===== config.mk =====
export PLATFORM = sky130hd
export DESIGN_NAME = rsr_mul
export DESIGN_NICKNAME = d
export VERILOG_FILES = /design/src/rtl/rsr_pkg.sv /design/src/rtl/rsr_mul.sv
export SDC_FILE = /design/constraint.sdc
export NUM_CORES = 2
export LEC_CHECK = 0
export BUFFER_PORTS_ARGS = -buffer_cell sky130_fd_sc_hd__buf_4
export CAP_MARGIN = 10
export CORE_MARGIN = 2
export CORE_UTILIZATION = 60
export CTS_CLUSTER_SIZE = 25
export DETAILED_ROUTE_END_ITERATION = 12
export PLACE_DENSITY = 0.87
export SLEW_MARGIN = 20
export SYNTH_ARGS = -nofsm -noshare
export SYNTH_HDL_FRONTEND = slang
export SYNTH_SLANG_ARGS = --single-unit
export TNS_END_PERCENT = 1

===== constraint.sdc =====
create_clock -name clock -period 17.71 [get_ports clock]
set_input_delay 0.8855 -clock clock [delete_from_list [all_inputs] [get_ports clock]]
set_output_delay 0.8855 -clock clock [all_outputs]
set_load 0.02 [all_outputs]

===== src/rtl/rsr_pkg.sv =====
package rsr_pkg;

   localparam int SAMPLE_WIDTH   = 24;
   localparam int MAX_WINDOW     = 256;
   localparam int SLOT_WIDTH     = $clog2(MAX_WINDOW);
   localparam int LEN_WIDTH      = 9;
   localparam int SUM_WIDTH      = 32;
   localparam int SQ_WIDTH       = 56;
   localparam int PROD_WIDTH     = 63;
   localparam int DEN_WIDTH      = 71;
   localparam int NUM_WIDTH      = 78;
   localparam int DIVIDEND_WIDTH = NUM_WIDTH + 32;
   localparam int ROOT_WIDTH     = 32;
   localparam int RATIO_WIDTH    = 32;
   localparam int WINDOW_RESET   = 64;
   localparam int WINDOW_MIN     = 2;

   typedef struct packed {
      logic signed [SAMPLE_WIDTH-1:0] return_sample;
      logic                           start_series;
   } req_type;

   typedef struct packed {
      logic signed [RATIO_WIDTH-1:0] sharpe_ratio;
      logic                          zero_volatility;
      logic                          saturated;
   } rsp_type;

   typedef struct packed {
      logic start;
      logic op_sqrt;
   } unit_ctl_type;

   typedef struct packed {
      logic busy;
   } unit_status_type;

endpackage


===== src/rtl/rsr_mul.sv =====
module rsr_mul
   import rsr_pkg::*;
(
   input  logic        clock,
   input  logic [31:0] a,
   input  logic [31:0] b,
   output logic [63:0] product
);

   logic [63:0] product_ff;

   always_ff @(posedge clock) begin
      product_ff <= a * b;
   end

   assign product = product_ff;

endmodule


* Word-level counts from Yosys, hierarchy flattened *
Index checks and enable logic that the tools add are counted.

operators by class
  bitwise logic cells = 0
  shift operators = 0
  reduce and logical (&&, ||, !) cells = 0
  multiplexer cells = 0
  add/sub/neg operators = 0
  multiply operators = 1
  equality and inequality tests = 0
  order comparisons = 0
  divide/modulo/power cells = 0

operators by type and width
  cell                                            count
  32-bit by 32-bit multiplier with 64-bit output  1

storage, ports and cells
  logic and storage cells = 2
  memory bits (writable) = 0
  output and inout port bits = 64
  memories = 0
  latch bits = 0
  ROM bits = 0
  flip-flop bits (word level) = 64

* Logic depth before layout (Yosys ltp) *
  word-level depth = 1
  mapped depth = 29
  depth with buffers taken out = 27

* Worst setup path after synthesis *
OpenSTA, ideal clock, no wires.

  kind = input to register
  start point = in a[25]
  end point = reg product_ff[62] (netlist: product[62])
  data required time = 17638 ps
  path slack = 10072 ps
  cell stages on the path = 25
  arrival time = 7567 ps
  library setup time = 72 ps
  cells stage by stage = clkbuf_1 nand2_1 fa_1 inv_1 fa_1 inv_1 fa_1 inv_1 fa_1 fa_1 fa_1 fa_1 inv_1 fa_1 inv_1 ha_1 buf_2 nand4_1 or4_1 or3_1 a31oi_1 a31o_2 a211oi_1 o21ai_1 xor2_1

between the ends
  word-level cells in the longest chain between the ends = 1

ends and longest elaborated chain
  element                                         line           text
  start, declared                                 rsr_mul.sv:5   input logic [31:0] a,
  32-bit by 32-bit multiplier with 64-bit output  rsr_mul.sv:13  product_ff <= a * b;
  end signal, assigned                            rsr_mul.sv:13
  end, declared                                   rsr_mul.sv:10  logic [63:0] product_ff;

No other way between the ends.

* Worst setup path in the final report *
  start point = in b[8]
  end point = reg product_ff[62] (netlist: product[62])

between the ends
  word-level cells in the longest chain between the ends = 1

ends and longest elaborated chain
  element                                         line           text
  start, declared                                 rsr_mul.sv:6   input logic [31:0] b,
  32-bit by 32-bit multiplier with 64-bit output  rsr_mul.sv:13

No other way between the ends.

==> results.cfg <==
[run]
drv_cap = 0

[finish]
largest_register_ffs = 64
diodes = 0
layout_common_cells = 896 x fa_1, 865 x inv_1, 602 x and2_1, 480 x nand2_1, 263 x ha_1
nets = 4891
stdcell_area_sq_mm = 0.0361
layout-drive-gt1-share_pct = 4.38
final_common_cell = fa_1
area_growth_pct = 4.18
fill_cells = 4437
instances_no_fill = 4437

[floorplanning]
core_region_area_sq_mm = 0.0574
rows = 88
die_h_um = 244
dieArea_sq_mm = 0.0597
start_util_pct = 60.4
io_pins = 129
die_x_um = 244

[route]
firstDrtPassIters = 6
wl_per_cell_um = 20.5
wirelength_um = 90900
viasPerCell = 5.78
dr_total_vias = 25600
drtAntennaViolNets = 0
route.detailed.drc = 0
drt_iter0_drc = 1854

[critical_path]
crit_cells = 24
required_ns = 17.97
critPathKind = in -> reg
crit_start = b[8]
worstSetupStartpointType = primary input
endpoint_kind = flip-flop
critical_path_buf_inv_count = 6
critPathMostFrequentCell = fa_1
critical_path.cell_chain = buf_4 > nand2_1 > fa_1 > inv_1 > fa_1 > inv_1 > fa_1 > inv_1 > fa_1 > fa_1 > fa_1 > fa_1 > inv_1 > fa_1 > inv_1 > ha_1 > nand4_1 > or4_1 > or3_1 > a31oi_1 > a31o_2 > a211oi_1 > o21ai_1 > xor2_1
slowest_delay_ns = 0.59
crit_fanout = 32
cp_top_family = adder cells
cp_slowest_cell = fa_1
arrival_ns = 8.64

[cts]
cts.sinks = 64
clkTransAtPathRegs_ns = 0.06
cts_root_buf = clkbuf_16
cts_setup_buffers = 0
holdBufCountCts = 0
clockBufferDepth = 2
cts_resized = 0
cts_tree = done
numCtsBuffers = 9
htree_levels = 3

[global_routing]
antenna_found_initial = 2
grt_pass1_wl_um = 148000
grt_overflow = 0
grt_max_degree = 33
grtUsageTotal_pct = 31.7
grt_pass1_vias = 28900

[synth]
synthDistinctLibCells = 57
ys_seq_elements = 64
syn_nets = 4972
syn-instance-count = 3748
synth-edff-count = 0
yosysWarnings = 0
synthArstFlopShare_pct = 0
ys.flop_type = dfxtp_1
syn_avg_cell_area_sq_um = 9.25
syn-cell-area_sq_mm = 0.0347
ys_seq_area_share_pct = 3.69

[timing]
max_slew.worst_pin.slew_ns = 0.664
min_period_ns = 8.38
slew_headroom_pct = 55.4
setup_viol = 0
drv_slew = 0
finalCritPeriodShare_pct = 47.3
rsz0062_at_grt = no
finalHoldViolCount = 0
holdWs_ns = 1.04
tns_ns = 0
max_freq_ghz = 0.119

[worst_hold_path]
hold_path_class = in -> reg
hold_path_startpoint = a[0]
min_to = product[0]$_DFF_P_
worstHoldPathCells = 2

[placement]
dpl_cell_area_sq_mm = 0.0358
port-buffer-count = 128
gp_congestion = 0.964
dp_hpwl_um = 72100
placedCellCount = 4421

[status]
status = finished, final reports clean
==> stage by stage <==
stage | worst slack (ns) | utilization [%]
finish | 9.33 | 63.0
global route | 9.17 | 63.0
CTS | 9.50 | 63.0
detailed placement | 9.17 | 62.3
global placement | 9.41 | 62.3
floorplan | 10.07 | -
==> layout make-up <==
type,count,area [sq um],share of cell area (%)
inverter,865,3250,8.99
multi-input combinational,2599,29300,81.1
sequential,64,1280,3.55
clock buffer,12,267,0.738
tap,765,957,2.65
timing repair buffer,128,961,2.66
clock inverter,4,98.8,0.274
==> cell usage after synthesis, drive strengths merged (2+ instances only) <==
library cell / n / share of area, %
o21ai: 26 / 0.38
and2: 602 / 11
buf: 7 / 0.097
xnor2: 35 / 0.88
and3: 14 / 0.25
nand2: 480 / 5.2
ha: 263 / 9.5
a31oi: 12 / 0.22
a221oi: 4 / 0.25
nor3: 7 / 0.10
dfxtp: 64 / 3.7
or3: 3 / 0.054
o31ai: 5 / 0.23
a21oi: 66 / 0.99
a221o: 4 / 0.12
and4: 3 / 0.076
a311oi: 2 / 0.051
a21o: 40 / 0.87
nor2b: 2 / 0.036
nand3: 10 / 0.14
o21a: 9 / 0.19
and3b: 2 / 0.051
nand2b: 2 / 0.036
o21bai: 11 / 0.25
or4: 3 / 0.065
o221ai: 3 / 0.076
a211oi: 3 / 0.065
clkbuf: 213 / 2.3
or2: 3 / 0.054
inv: 865 / 9.4
xor2: 25 / 0.63
nor2: 20 / 0.22
a21boi: 3 / 0.065
o211ai: 2 / 0.043
nand4: 23 / 0.41
o221a: 2 / 0.065
fa: 896 / 52
==> how the worst max path moves through the flow <==
stage / end / slack [ns]
after floorplan: product[62]$_DFF_P_ / 10.07
after global placement: product[62]$_DFF_P_ / 9.41
after detailed placement: product[62]$_DFF_P_ / 9.17
after CTS: product[62]$_DFF_P_ / 9.50
after global routing: product[62]$_DFF_P_ / 9.17
final: product[62]$_DFF_P_ / 9.33
==> kinds of logic (layout without fill, tap and decap cells) <==
| group | after synthesis | in the layout | synth area share, % |
|---|---|---|---|
| and+or+nand+nor | 1177 | 1177 | 17.6 |
| adders and majority gates | 1159 | 1159 | 61.2 |
| buffers and inverters | 1085 | 1009 | 11.8 |
| AOI/OAI and AO/OA | 202 | 202 | 4.15 |
| DFF | 64 | 64 | 3.69 |
| xor gates and xnor gates | 60 | 60 | 1.52 |
| muxes | 1 | 1 | 0.0289 |
==> metal layers <==
metal	up-vias	part of all wire (%)	wire length, um	global-route usage [%]
met4	0	7.9	7180	20.3
met3	428	7.8	7050	4.89
met2	1362	51	46500	55.4
li1	10700	-	-	-
met5	-	0	0	0
met1	13200	33	30100	36.4
Power is left out: the tool's default activity adds up to more than one toggle a clock period on the data nets, which glitch-free logic cannot reach.
