`src/rtl/rsr_pkg.sv`:
```
package rsr_pkg;

   localparam int SAMPLE_WIDTH   = 24;
   localparam int MAX_WINDOW     = 256;
   localparam int SLOT_WIDTH     = $clog2(MAX_WINDOW);
   localparam int LEN_WIDTH      = 9;
   localparam int SUM_WIDTH      = 32;
   localparam int SQ_WIDTH       = 56;
   localparam int PROD_WIDTH     = 63;
   localparam int DEN_WIDTH      = 71;
   localparam int NUM_WIDTH      = 78;
   localparam int DIVIDEND_WIDTH = NUM_WIDTH + 32;
   localparam int ROOT_WIDTH     = 32;
   localparam int RATIO_WIDTH    = 32;
   localparam int WINDOW_RESET   = 64;
   localparam int WINDOW_MIN     = 2;

   typedef struct packed {
      logic signed [SAMPLE_WIDTH-1:0] return_sample;
      logic                           start_series;
   } req_type;

   typedef struct packed {
      logic signed [RATIO_WIDTH-1:0] sharpe_ratio;
      logic                          zero_volatility;
      logic                          saturated;
   } rsp_type;

   typedef struct packed {
      logic start;
      logic op_sqrt;
   } unit_ctl_type;

   typedef struct packed {
      logic busy;
   } unit_status_type;

endpackage

```
`src/rtl/rsr_divsqrt.sv`:
```
module rsr_divsqrt
   import rsr_pkg::*;
(
   input  logic                      clock,
   input  logic                      reset,
   input  unit_ctl_type              ctl,
   input  logic [DIVIDEND_WIDTH-1:0] operand,
   input  logic [DEN_WIDTH-1:0]      divisor,
   output unit_status_type           status,
   output logic [DIVIDEND_WIDTH-1:0] quotient,
   output logic [ROOT_WIDTH-1:0]     root
);

   localparam int REM_WIDTH = DEN_WIDTH + 1;
   localparam int CNT_WIDTH = $clog2(DIVIDEND_WIDTH);

   logic [DIVIDEND_WIDTH-1:0] work_ff, work_in;
   logic [REM_WIDTH-1:0]      rem_ff, rem_in;
   logic [DEN_WIDTH-1:0]      den_ff;
   logic [ROOT_WIDTH-1:0]     root_ff, root_in;
   logic [CNT_WIDTH-1:0]      count_ff, count_in;
   logic                      busy_ff, busy_in;
   logic                      op_ff;

   logic [REM_WIDTH-1:0] sub_a, sub_b;
   logic [REM_WIDTH:0]   diff;
   logic                 ge;

   // one shared subtractor serves both the divide and the root step
   always_comb begin
      if (op_ff) begin
         sub_a = {rem_ff[REM_WIDTH-3:0], work_ff[63:62]};
         sub_b = {{(REM_WIDTH-ROOT_WIDTH-2){1'b0}}, root_ff, 2'b01};
      end else begin
         sub_a = {rem_ff[REM_WIDTH-2:0], work_ff[DIVIDEND_WIDTH-1]};
         sub_b = {1'b0, den_ff};
      end
      diff = {1'b0, sub_a} - {1'b0, sub_b};
      ge   = ~diff[REM_WIDTH];
   end

   always_comb begin
      work_in  = work_ff;
      rem_in   = rem_ff;
      root_in  = root_ff;
      count_in = count_ff;
      busy_in  = busy_ff;
      if (ctl.start) begin
         work_in  = operand;
         rem_in   = '0;
         root_in  = '0;
         count_in = ctl.op_sqrt ? CNT_WIDTH'(ROOT_WIDTH - 1) : CNT_WIDTH'(DIVIDEND_WIDTH - 1);
         busy_in  = 1'b1;
      end else if (busy_ff) begin
         rem_in = ge ? diff[REM_WIDTH-1:0] : sub_a;
         if (op_ff) begin
            root_in = {root_ff[ROOT_WIDTH-2:0], ge};
            work_in = {work_ff[DIVIDEND_WIDTH-3:0], 2'b00};
         end else begin
            work_in = {work_ff[DIVIDEND_WIDTH-2:0], ge};
         end
         if (count_ff == '0) begin
            busy_in = 1'b0;
         end else begin
            count_in = count_ff - 1'b1;
         end
      end
   end

   always_ff @(posedge clock) begin
      if (reset) begin
         busy_ff  <= 1'b0;
         count_ff <= '0;
      end else begin
         busy_ff  <= busy_in;
         count_ff <= count_in;
      end
      work_ff <= work_in;
      rem_ff  <= rem_in;
      root_ff <= root_in;
      if (ctl.start) begin
         op_ff  <= ctl.op_sqrt;
         den_ff <= divisor;
      end
   end

   assign status.busy = busy_ff;
   assign quotient    = work_ff;
   assign root        = root_ff;

endmodule

```
`config.mk`:
```
export PLATFORM = sky130hd
export DESIGN_NAME = rsr_divsqrt
export DESIGN_NICKNAME = d
export VERILOG_FILES = /design/src/rtl/rsr_pkg.sv /design/src/rtl/rsr_divsqrt.sv
export SDC_FILE = /design/constraint.sdc
export NUM_CORES = 1
export LEC_CHECK = 0
export ABC_AREA = 1
export BUFFER_PORTS_ARGS = -buffer_cell sky130_fd_sc_hd__buf_2
export CELL_PAD_IN_SITES_DETAIL_PLACEMENT = 1
export CELL_PAD_IN_SITES_GLOBAL_PLACEMENT = 2
export CORE_MARGIN = 2
export CORE_UTILIZATION = 31
export DETAILED_ROUTE_END_ITERATION = 12
export HOLD_SLACK_MARGIN = 0.05
export PLACE_DENSITY = 0.87
export SYNTH_ARGS = -nofsm -noshare
export SYNTH_HDL_FRONTEND = slang
export SYNTH_SLANG_ARGS = --single-unit
```
`constraint.sdc`:
```
create_clock -name clock -period 5.4 [get_ports clock]
set_input_delay 0.27 -clock clock [delete_from_list [all_inputs] [get_ports clock]]
set_output_delay 0.27 -clock clock [all_outputs]
set_load 0.01 [all_outputs]
```
Word level (Yosys, flattened, before mapping)
Cells that the tools add are included.

Equal/unequal tests: 1. Reductions and logical operators: 4. $add $sub $neg: 2. Bitwise logic cells: 1. Muxes and demuxes: 13.

Operators by type and width (count): $mux 110 (3); $mux 71 (2); $sub 72x71->73 (1); $mux 72 (1); $mux 7 (4); $logic_not 7->1 (1); $sub 7x1->7 const B (1); $reduce_and 2->1 (2); $mux 1 (3); $ne 2x2->1 const B (1); $reduce_bool 2->1 (1); $not 1->1 (1).

Output and inout port bits: 143. Register bits after elaboration: 293. Logic and storage cells: 28. Input bits: 185.

Longest topological paths before layout
Word-level depth: 6. Depth in mapped cells: 25. Mapped depth without buffers: 21.

Least setup slack after synthesis
OpenSTA, ideal clock, no wires.

Kind: input to register. Start: input port ctl[1] in the netlist's numbering. End: register work_ff[0], in the netlist quotient[0] (enable). Setup time: 0.518 ns. Buffers on the path: 2. Data arrival time: 3.980 ns. Path slack: 0.901 ns. Stages on the path: 4. Required time: 4.882 ns. Cell sequence: clkbuf_1 -> nor2_1 -> inv_1 -> clkbuf_1.

Cells in the longest elaborated chain, start to end: 1.

RTL lines: start, declared (line rsr_divsqrt.sv:6) `input unit_ctl_type ctl,`; $reduce_bool 2->1 (no line); end signal, assigned (line rsr_divsqrt.sv:78) `work_ff <= work_in;`; end, declared (line rsr_divsqrt.sv:17) `logic [DIVIDEND_WIDTH-1:0] work_ff, work_in;`.

No other way between the ends. A chain may end at the register's enable or synchronous reset.

Worst setup path after layout
Start: register op_ff. End: register rem_ff[67].

Cells in the longest elaborated chain, start to end: 3. Elaborated cells on any way between the ends: 4. Those cells by class: add/sub (1); mux (3).

RTL lines: start, declared (line rsr_divsqrt.sv:23) `logic op_ff;`; start signal, assigned (line rsr_divsqrt.sv:82) `op_ff <= ctl.op_sqrt;`; $mux 72 or $mux 71 (tied branches) (line rsr_divsqrt.sv:31) `if (op_ff) begin`; $sub 72x71->73 (line rsr_divsqrt.sv:38) `diff = {1'b0, sub_a} - {1'b0, sub_b};`; $mux 71 * (line rsr_divsqrt.sv:55) `rem_in = ge ? diff[REM_WIDTH-1:0] : sub_a;`; end signal, assigned (line rsr_divsqrt.sv:79) `rem_ff <= rem_in;`; end, declared (line rsr_divsqrt.sv:18) `logic [REM_WIDTH-1:0] rem_ff, rem_in;`.

Mark *: on every way between the ends. The rest lies on a longest branch, timed or not.

==> run_results.csv <==
group,metric,value,unit
outcome,status,"finished clean",
grt,grt_first_pass_wirelength,130,mm
route,drt_pass1_iterations,5,
grt,grtUsageTotal,24.5,%
clock_network,insertion_delay,0.57,ns
pwr,p_leak,12.5,nW
setup_path,endpoint_kind,"flop",
job,maxCapViolCount,0,
clock_network,cts_made_buffers,36,
timing,period_share,83.3,%
synth,synthCells,3062,
synth,synthArstFlopShare,0,%
pwr,p_seq_share,31.1,%
floorplan,die_w,260,um
timing,fin_worst_skew,0.0170,ns
grt,grt_pass1_vias,22552,
timing,fmax,222,MHz
placed_design,place_congestion,0.982,
timing,finalCriticalPeriod,4.50,ns
setup_path,path_class,"reg -> reg",
worst_hold_path,hold_path.class,"in -> reg",
floorplan,core_area,0.0646,mm^2
setup_path,critPathRequiredTime,5.85,ns
layout,final_nets,3748,
grt,antenna_found_initial,5,
timing,setup_viol,0,
route,wirelength,84.2,mm
synth,netlist_area,0.0203,mm^2
route,viasPerCell,4.98,
route,vias,21807,
layout,n_fill_cell,8367,
setup_path,startpoint_type,"flop",
route,detail_route.wl_per_cell,19.3,um
placed_design,dp_hpwl,62.6,mm
synth,synth_cell_types,43,
clock_network,cts_tree,"built",
route,drt-initial-drc-count,1269,
timing,hold_violations,0,
floorplan,ios,328,
clock_network,cts_sinks,293,
layout,drive_gt1_share,13.2,%
synth,synthTopCellsByArea,"edfxtp_1 27%, nand2_1 17%, dfxtp_1 11%",
layout,area_delta_synth_final,26.0,%
layout,multi_input_comb_area,0.0103,mm^2
route,drtAntennaViolNets,0,
floorplan,placementRows,93,
clock_network,hold_buffers,166,
synth,avgSynthCellArea,6.62,um^2
clock_network,post_cts_buffers,0,
synth,synth_ff_type,"edfxtp_1",
synth,synth_seq_cells,293,
timing,hold_ws,0.0449,ns
pwr,p_clk_share,27.8,%
clock_network,cts-root-buf,"clkbuf_16",
setup_path,path_max_fanout,116,
layout,final-seq-area,0.00769,mm^2
floorplan,die_h,260,um
floorplan,die-area,0.0675,mm^2
timing,rsz0062_at_grt,"false",
timing,relSlewSlack,30.0,%
pwr,ir_drop,0.234,mV
pwr,internal-power,5.43,mW
clock_network,clk_pin_slew,0.07,ns
pwr,p_per_area,361,mW/mm^2
synth,yosysTopAreaCellShare,26.9,%
grt,grt_max_degree,117,
floorplan,initial_core_util,31.4,%
synth,yosysSeqAreaShare,37.9,%
synth,yosysWarningCount,0,
pwr,combPwrFrac,41.1,%
synth,synth_edf_count,182,
clock_network,h-tree-depth,2,
setup_path,worstPathArrival,4.95,ns
pwr,sw_frac_of_total,41.3,%
grt,overflow,0,
placed_design,io_buffers,327,
route,drc,0,
clock_network,cts_resized,0,
pwr,p_sw,3.81,mW
synth,yosysTopAreaCell,"edfxtp_1",
timing,drv_slew,0,
timing,setup_tns,0,ns
timing,tightestPinTransition,1.05,ns
synth,synth_nets,3321,
clock_network,clk_path_buf_depth,3,
power groups by stage:
stage                     Sequential [mW]  Clock [mW]  Combinational (mW)
after detailed placement             2.91           0                3.65
after CTS                            2.87        2.62                3.77
after floorplan                      2.90           0                2.43
after global placement               2.91           0                3.62
final                                2.87        2.56                3.80
after global routing                 2.91        2.70                4.24
cells in the mapped netlist, types with 5 or more instances:
cell type  instances
o21ai_0          168
clkbuf_1          83
buf_1             12
buf_4              5
o21bai_1           7
buf_2             17
nor2_1           257
xnor2_1           30
inv_1            444
inv_2              6
dfxtp_1          111
nand4_1           12
a21oi_1          332
or2_2             40
nor3_1            13
clkinv_1          22
edfxtp_1         182
nand2_1          927
o21ai_1           37
nand3_1          240
ha_1              73
state kept, by name, summed over array words and instances, names as in the netlist:
register	flops
rem_ff	71
den_ff	71
quotient	110
op_ff	1
status	1
root	32
count_ff	7
worst max-delay path: stages (launching register included):
cell and delay [ns]:
edfxtp_1 0.54, buf_12 0.44, mux2i_1 0.32, ha_1 0.18, inv_1 0.08, fa_1 0.46
nand2_1 0.11, nand3_1 0.08, nand3_1 0.12, nand2_1 0.14, nand2_1 0.10, nand3_2 0.14
nand2_1 0.14, nand2_2 0.09, nand2_4 0.24, buf_4 0.60, nand3_1 0.16, nand2_1 0.11
clkinv_1 0.06, nand2_1 0.06, nand2_1 0.04
cell type report:
class / instances / area share, %
diodes: 3 / 0.0294
repair buffers: 510 / 13.5
well taps: 855 / 4.19
clock inverters: 17 / 0.915
flip-flops and latches: 293 / 30.1
clock buffers: 49 / 3.92
inverters: 472 / 6.98
multi-input cells: 2176 / 40.4
final timing paths:
| check | depth (start not counted) | start | end | slack [ns] |
|---|---|---|---|---|
| max | 20 | op_ff | rem_ff[67] | 0.90 |
| min | 3 | operand[27] | quotient[27] | 0.04 |
| max reg2reg | 20 | op_ff | rem_ff[67] | 0.90 |
| min reg2reg | 2 | rem_ff[51] | rem_ff[51] | 0.47 |
cells by family after synthesis:
kind of cell	share of synthesized area, %
DFF	37.9
muxes	0.0493
xor gates and xnor gates	1.38
and+or+nand+nor	30.8
buffers and inverters	11.3
AOI/OAI and AO/OA	14.0
adders and majority gates	4.60
per-layer routing:
| metal | share of wire, % | vias to the layer above | track usage (%) |
|---|---|---|---|
| met2 | 47 | 603 | 41.1 |
| met5 | 0.047 | - | 0 |
| li1 | - | 10654 | - |
| met3 | 5.9 | 168 | 5.14 |
| met4 | 4.0 | 6 | 9.45 |
| met1 | 43 | 10376 | 30.8 |
through the flow:
| step | cell area (um^2) | total power [mW] | worst slack, ns | util (%) | instances |
|---|---|---|---|---|---|
| finish | 25600 | 9.24 | 0.903 | 39.6 | 4375 |
| global route | 25600 | 9.84 | 0.541 | 39.6 | 4374 |
| CTS | 25600 | 9.27 | 0.879 | 39.6 | 4372 |
| detailed placement | 22700 | 6.56 | 0.908 | 35.1 | 4140 |
| global placement | 22700 | 6.53 | 1.13 | 35.1 | 4140 |
| floorplan | 20300 | 5.33 | 0.901 | - | 3062 |
cell usage in the layout (no fill, tap or decap), types with 4 or more instances in the layout:
| cell type | instances |
|---|---|
| nand2_2 | 5 |
| xnor2_1 | 30 |
| nor2_2 | 4 |
| edfxtp_1 | 182 |
| o21ai_1 | 37 |
| clkinv_1 | 24 |
| nand2_1 | 926 |
| a31oi_1 | 4 |
| dfxtp_1 | 111 |
| bufinv_16 | 4 |
| nand3b_1 | 4 |
| buf_4 | 15 |
| buf_2 | 326 |
| or2_2 | 40 |
| clkinv_2 | 4 |
| ha_1 | 73 |
| o21ai_0 | 168 |
| dlygate4sd3_1 | 166 |
| o21bai_1 | 7 |
| clkbuf_16 | 37 |
| inv_1 | 443 |
| nor2_1 | 255 |
| nand4_1 | 12 |
| nand3_1 | 240 |
| inv_2 | 4 |
| a21oi_1 | 332 |
| nor4_1 | 4 |
| clkbuf_1 | 9 |
| nor3_1 | 13 |
(Power assumes the default switching activity.)
